`config.mk`:
```
export PLATFORM = sky130hd
export DESIGN_NAME = pstab_div
export DESIGN_NICKNAME = d
export VERILOG_FILES = /design/src/rtl/pstab_pkg.sv /design/src/rtl/pstab_div.sv
export SDC_FILE = /design/constraint.sdc
export NUM_CORES = 1
export LEC_CHECK = 0
export ABC_AREA = 0
export CAP_MARGIN = 20
export CORE_MARGIN = 3
export CORE_UTILIZATION = 58
export DETAILED_ROUTE_END_ITERATION = 16
export DONT_BUFFER_PORTS = 1
export PLACE_DENSITY_LB_ADDON = 0.25
export SLEW_MARGIN = 20
export SYNTH_ARGS = -nofsm -noshare
export SYNTH_HDL_FRONTEND = slang
export SYNTH_SLANG_ARGS = --single-unit
export TNS_END_PERCENT = 30
```
`constraint.sdc`:
```
create_clock -name clock -period 2.91 [get_ports clock]
set_input_delay 0.582 -clock clock [delete_from_list [all_inputs] [get_ports clock]]
set_output_delay 0.582 -clock clock [all_outputs]
set_load 0.05 [all_outputs]
```
`src/rtl/pstab_pkg.sv`:
```
// ----------------------------------------------------------------------------
// pstab_pkg
// shared types, constants and the cordic arctangent table for the pitch
// stabiliser
// ----------------------------------------------------------------------------
package pstab_pkg;

   // angle and time fixed point
   localparam int ANGLE_FRAC = 8;
   localparam int TAB_FRAC   = 16;
   localparam int TIME_FRAC  = 16;
   localparam int GAIN_FRAC  = 8;

   localparam int CORDIC_STEPS_DEF = 16;
   localparam int TAB_LEN          = 24;
   localparam int TAB_IDX_W        = 5;
   localparam int SQRT_STEPS       = 24;

   localparam logic [16:0] FULL_ANGLE  = 17'(180 << ANGLE_FRAC);
   localparam logic [15:0] OFFSET_90   = 16'(90 << ANGLE_FRAC);
   localparam logic [15:0] SERVO_RESET = 16'd23040;
   localparam longint      INTEG_LIM   = longint'(200) << (ANGLE_FRAC + TIME_FRAC);
   localparam longint      CORR_LIM    = longint'(85) << (ANGLE_FRAC + GAIN_FRAC);

   // configuration register indexes
   localparam logic [2:0] CFG_MIN_ANGLE     = 3'd0;
   localparam logic [2:0] CFG_MAX_ANGLE     = 3'd1;
   localparam logic [2:0] CFG_PITCH_COMMAND = 3'd2;
   localparam logic [2:0] CFG_FILTER_TAU    = 3'd3;
   localparam logic [2:0] CFG_GAIN_P        = 3'd4;
   localparam logic [2:0] CFG_GAIN_I        = 3'd5;
   localparam logic [2:0] CFG_GAIN_D        = 3'd6;
   localparam logic [2:0] CFG_MAX_STEP      = 3'd7;

   // divider geometry
   localparam int DIV_NUM_W = 54;
   localparam int DIV_DEN_W = 33;

   typedef struct packed {
      logic                 start;
      logic [DIV_NUM_W-1:0] num;
      logic [DIV_DEN_W-1:0] den;
   } div_req_type;

   typedef struct packed {
      logic                 done;
      logic [DIV_NUM_W-1:0] quo;
   } div_rsp_type;

   // atan(2^-i) in 2^-16 degree
   function automatic logic [21:0] atan_entry(input logic [TAB_IDX_W-1:0] idx);
      logic [21:0] v;
      case (idx)
         5'd0:    v = 22'd2949120;
         5'd1:    v = 22'd1740967;
         5'd2:    v = 22'd919879;
         5'd3:    v = 22'd466945;
         5'd4:    v = 22'd234379;
         5'd5:    v = 22'd117304;
         5'd6:    v = 22'd58666;
         5'd7:    v = 22'd29335;
         5'd8:    v = 22'd14668;
         5'd9:    v = 22'd7334;
         5'd10:   v = 22'd3667;
         5'd11:   v = 22'd1833;
         5'd12:   v = 22'd917;
         5'd13:   v = 22'd458;
         5'd14:   v = 22'd229;
         5'd15:   v = 22'd115;
         5'd16:   v = 22'd57;
         5'd17:   v = 22'd29;
         5'd18:   v = 22'd14;
         5'd19:   v = 22'd7;
         5'd20:   v = 22'd4;
         5'd21:   v = 22'd2;
         5'd22:   v = 22'd1;
         default: v = 22'd0;
      endcase
      return v;
   endfunction

endpackage

```
`src/rtl/pstab_div.sv`:
```
// ----------------------------------------------------------------------------
// pstab_div
// unsigned restoring divider, one quotient bit per cycle
// ----------------------------------------------------------------------------
module pstab_div (
   input  logic                   clock,
   input  logic                   reset,
   input  pstab_pkg::div_req_type req,
   output pstab_pkg::div_rsp_type rsp
);
   import pstab_pkg::*;

   localparam int CNT_W = $clog2(DIV_NUM_W + 1);

   logic                 busy_ff;
   logic                 done_ff;
   logic [CNT_W-1:0]     cnt_ff;
   logic [DIV_DEN_W-1:0] rem_ff;
   logic [DIV_DEN_W-1:0] den_ff;
   logic [DIV_NUM_W-1:0] quo_ff;

   logic [DIV_DEN_W:0]   rem_sh;
   logic [DIV_DEN_W+1:0] rem_sub;

   assign rem_sh  = {rem_ff, quo_ff[DIV_NUM_W-1]};
   assign rem_sub = {1'b0, rem_sh} - {2'b00, den_ff};

   always_ff @(posedge clock) begin
      if (reset) begin
         busy_ff <= 1'b0;
         done_ff <= 1'b0;
         cnt_ff  <= '0;
      end else begin
         done_ff <= 1'b0;
         if (req.start) begin
            busy_ff <= 1'b1;
            cnt_ff  <= CNT_W'(DIV_NUM_W - 1);
         end else if (busy_ff) begin
            if (cnt_ff == '0) begin
               busy_ff <= 1'b0;
               done_ff <= 1'b1;
            end else begin
               cnt_ff <= cnt_ff - 1'b1;
            end
         end
      end
   end

   always_ff @(posedge clock) begin
      if (req.start) begin
         rem_ff <= '0;
         quo_ff <= req.num;
         den_ff <= req.den;
      end else if (busy_ff) begin
         if (!rem_sub[DIV_DEN_W+1]) begin
            rem_ff <= rem_sub[DIV_DEN_W-1:0];
            quo_ff <= {quo_ff[DIV_NUM_W-2:0], 1'b1};
         end else begin
            rem_ff <= rem_sh[DIV_DEN_W-1:0];
            quo_ff <= {quo_ff[DIV_NUM_W-2:0], 1'b0};
         end
      end
   end

   assign rsp.done = done_ff;
   assign rsp.quo  = quo_ff;

endmodule

```
==> flow_metrics.env <==
export IMPL_status="finished clean"
export IMPL_cp_required_ns=3.19
export IMPL_cp_arrival_ns=3.14
export IMPL_synth_avg_cell_area_um2=11.0
export IMPL_final_area_mm2=0.00780
export IMPL_vias=4772
export IMPL_cp_top_family="compound AO/OA/AOI/OAI gates"
export IMPL_grt_max_degree=117
export IMPL_multi_input_area_mm2=0.00320
export IMPL_dieArea_mm2=0.0132
export IMPL_placed_area_mm2=0.00708
export IMPL_initial_core_util_pct=59.8
export IMPL_grt_usage_pct=22.6
export IMPL_ys_ff_latch=128
export IMPL_ys_warn_count=0
export IMPL_drive_above_1_share_pct=19.0
export IMPL_dr_pass1_iters=5
export IMPL_die_height_um=115
export IMPL_grt_setup_unrepaired="true"
export IMPL_cts_clk_slew_worst_paths_ns=0.05
export IMPL_gp_congestion=0.905
export IMPL_portBuffers=0
export IMPL_crit_path_start_kind="flip-flop"
export IMPL_skew_ns=0.0111
export IMPL_cts_sinks=128
export IMPL_routed_wl_mm=15.1
export IMPL_async_reset_ff_share_pct=0
export IMPL_path_max_fanout=8
export IMPL_synth_flop_cell="edfxtp_1"
export IMPL_synth_seq_area_share_pct=49.8
export IMPL_cp_cell_sequence="inv_1 -> ha_2 -> inv_2 -> fa_2 -> a211oi_2 -> o211a_1 -> o31ai_4 -> a22oi_2 -> a21oi_4 -> a31oi_4 -> buf_12 -> buf_12 -> mux2i_2 -> a211oi_2"
export IMPL_grt_pass1_wl_mm=23.3
export IMPL_antenna_found_initial=0
export IMPL_htreeDepth=4
export IMPL_preCtsSetupSlack_ns=0.0227
export IMPL_grt_pass1_vias=4735
export IMPL_netlist_area_mm2=0.00689
export IMPL_fin_nets=768
export IMPL_grtUsageMet1_pct=27.9
export IMPL_grt_ovfl_total=0
export IMPL_grt_use_met2_pct=35.9
export IMPL_fillers=855
export IMPL_num_io_pins=145
export IMPL_hpwl_mm=10.3
export IMPL_p_leak_uw=0.00318
export IMPL_synth_fp_nets=755
export IMPL_worst_path_buf_inv=4
export IMPL_cp_slowest_stage_delay_ns=0.38
export IMPL_cts_root_buf="clkbuf_16"
export IMPL_ir_drop_mv=0.529
export IMPL_reg2regPathDepth=14
export IMPL_hold_depth=1
export IMPL_hold_viol=0
export IMPL_vias_per_cell=5.99
export IMPL_synth_edf_count=87
export IMPL_p_per_area_mw_per_mm2=671
export IMPL_ant_nets=0
export IMPL_drv_cap=0
export IMPL_syn_inst=629
export IMPL_core_area_mm2=0.0115
export IMPL_finalCritPeriodShare_pct=98.1
export IMPL_hp_class="in2reg"
export IMPL_drc_errors=0
export IMPL_slew_headroom_pct=58.9
export IMPL_std_cell_rows=39
export IMPL_drv_slew=0
export IMPL_area_growth_pct=13.2
export IMPL_worstMarginPinSlew_ns=0.616
export IMPL_synth_cell_type_count=60
export IMPL_cp_depth=14
export IMPL_wl_per_cell_um=19.0
export IMPL_fmax_ghz=0.350
export IMPL_path_class="reg2reg"
export IMPL_setup_ws_ns=0.0542
export IMPL_min_period_ns=2.86
export IMPL_tritoncts="yes"
export IMPL_drtIter0Drc=334
export IMPL_fp_dieW_um=115
export IMPL_cp_slowest_cell="edfxtp_1"
export IMPL_setup_violations=0
export IMPL_cts_buffers=17
export IMPL_clk_latency_ns=0.42
export IMPL_met3_usage_pct=10.0
export IMPL_gr_max_usage_layer="met2"
export IMPL_seqCellArea_mm2=0.00343
export IMPL_antennaDiodeCount=0
export IMPL_end_kind="flip-flop"
export IMPL_clockBufferDepth=2
==> path summary, 6_finish.rpt <==
kind                            slack [ns]          to        from
worst max-delay path                  0.05  rem_ff[19]  quo_ff[53]
worst min-delay path                  0.23   cnt_ff[2]       reset
worst max register to register        0.05  rem_ff[19]  quo_ff[53]
worst min register to register        0.48  rem_ff[15]  rem_ff[15]
==> cell usage in the layout (no fill, tap or decap), drive strengths merged, types with 10 or more instances in the layout <==
| cell | instances |
|---|---|
| edfxtp | 87 |
| nor2 | 68 |
| mux2 | 53 |
| a21oi | 45 |
| inv | 44 |
| dfxtp | 41 |
| ha | 35 |
| nand2 | 31 |
| o21ai | 26 |
| a211oi | 24 |
| clkbuf | 24 |
| xnor2 | 21 |
| a21o | 20 |
| buf | 19 |
| xor2 | 11 |
| mux2i | 10 |
==> cell families (layout without fill, tap and decap cells) <==
kind of cell             after synthesis  count (layout)  share of synthesized area, %
AO/OA/AOI/OAI                        161             161                          16.1
XOR/XNOR                              32              32                          4.07
adder cells (fa/ha/maj)               36              36                          6.64
buffers and inverters                 72              97                          4.45
flip-flops                           128             128                          49.8
multiplexers                          63              63                          10.1
AND/OR/NAND/NOR                      137             137                          8.81
==> cell type report <==
| type | instances | share of cell area (%) |
|---|---|---|
| Multi-Input combinational cell | 429 | 41.0 |
| Inverter | 44 | 2.12 |
| Timing Repair Buffer | 22 | 3.43 |
| Sequential cell | 128 | 44.0 |
| Clock buffer | 21 | 5.64 |
| Clock inverter | 10 | 1.48 |
| Tap cell | 143 | 2.29 |
==> through the flow <==
stage / std cells / hold WS [ns] / utilization, % / total power, uW / TNS, ns
6_report: 797 / 0.234 / 67.8 / 5240 / 0
5_1_grt: 797 / 0.207 / 67.8 / 5440 / -2.55
4_1_cts: 788 / 0.206 / 66.3 / 5250 / -0.132
3_5_place_dp: 757 / 0.470 / 61.4 / 3220 / 0
3_3_place_gp: 757 / 0.455 / 61.4 / 3190 / 0
2_1_floorplan: 629 / 0.444 / - / 3070 / -0.0303
==> layer usage <==
layer / part of all wire (%) / wire, um / up-vias
met1: 41 / 6250 / 2237
met4: 1.1 / 168 / 0
met5: 0 / 0 / -
li1: - / - / 2330
met3: 8.4 / 1280 / 14
met2: 49 / 7450 / 191
==> timing repair <==
item,CTS,global route
resized for setup,0,13
hold endpoints to repair,0,0
endpoints found under the setup margin,8,33
hold buffers,0,0
pin swaps,1,17
cloned,0,3
buffers inserted,0,6
==> worst reg2reg max path, cell delays in order, from the launching register on <==
cell and delay, ns:
edfxtp_1 0.38, inv_1 0.08, ha_2 0.18, inv_2 0.04, fa_2 0.36, a211oi_2 0.22
o211a_1 0.23, o31ai_4 0.08, a22oi_2 0.20, a21oi_4 0.12, a31oi_4 0.20, buf_12 0.16
buf_12 0.14, mux2i_2 0.23, a211oi_2 0.09
==> where the power goes <==
| part | internal, uW | switching, uW | leakage [uW] |
|---|---|---|---|
| Sequential | 2130 | 382 | 0.00120 |
| Combinational | 320 | 385 | 0.00172 |
| Clock | 1250 | 765 | 0.000265 |
==> synthesized netlist by cell type, types with 3 or more instances <==
cell type,n,area share (%)
a31oi_1,7,0.64
a211oi_1,22,2.4
buf_6,3,0.49
ha_1,35,6.4
o21ai_0,21,1.5
o21a_1,3,0.33
nor2b_1,5,0.45
and2_1,4,0.36
o31ai_1,3,0.33
o21ai_1,5,0.36
a21oi_1,44,3.2
nand3_1,5,0.36
mux2i_1,10,1.5
inv_1,44,2.4
xnor2_1,21,2.7
a32oi_1,3,0.38
nor3_1,7,0.51
a21o_1,20,2.2
nand2b_1,3,0.27
dfxtp_1,41,12
buf_4,3,0.33
clkbuf_1,19,1.0
mux2_2,53,8.7
o211ai_1,5,0.54
and3_1,4,0.36
xor2_1,11,1.4
edfxtp_1,87,38
a22o_1,4,0.51
o21bai_1,3,0.33
nor2_1,68,3.7
nand2_1,31,1.7
==> sequential cells by signal (all words and copies together), names as in the netlist <==
| register | cells |
|---|---|
| quo_ff | 54 |
| cnt_ff | 6 |
| den_ff | 33 |
| busy_ff | 1 |
| done_ff | 1 |
| rem_ff | 33 |
No activity file was read; power rests on OpenSTA's default activity.
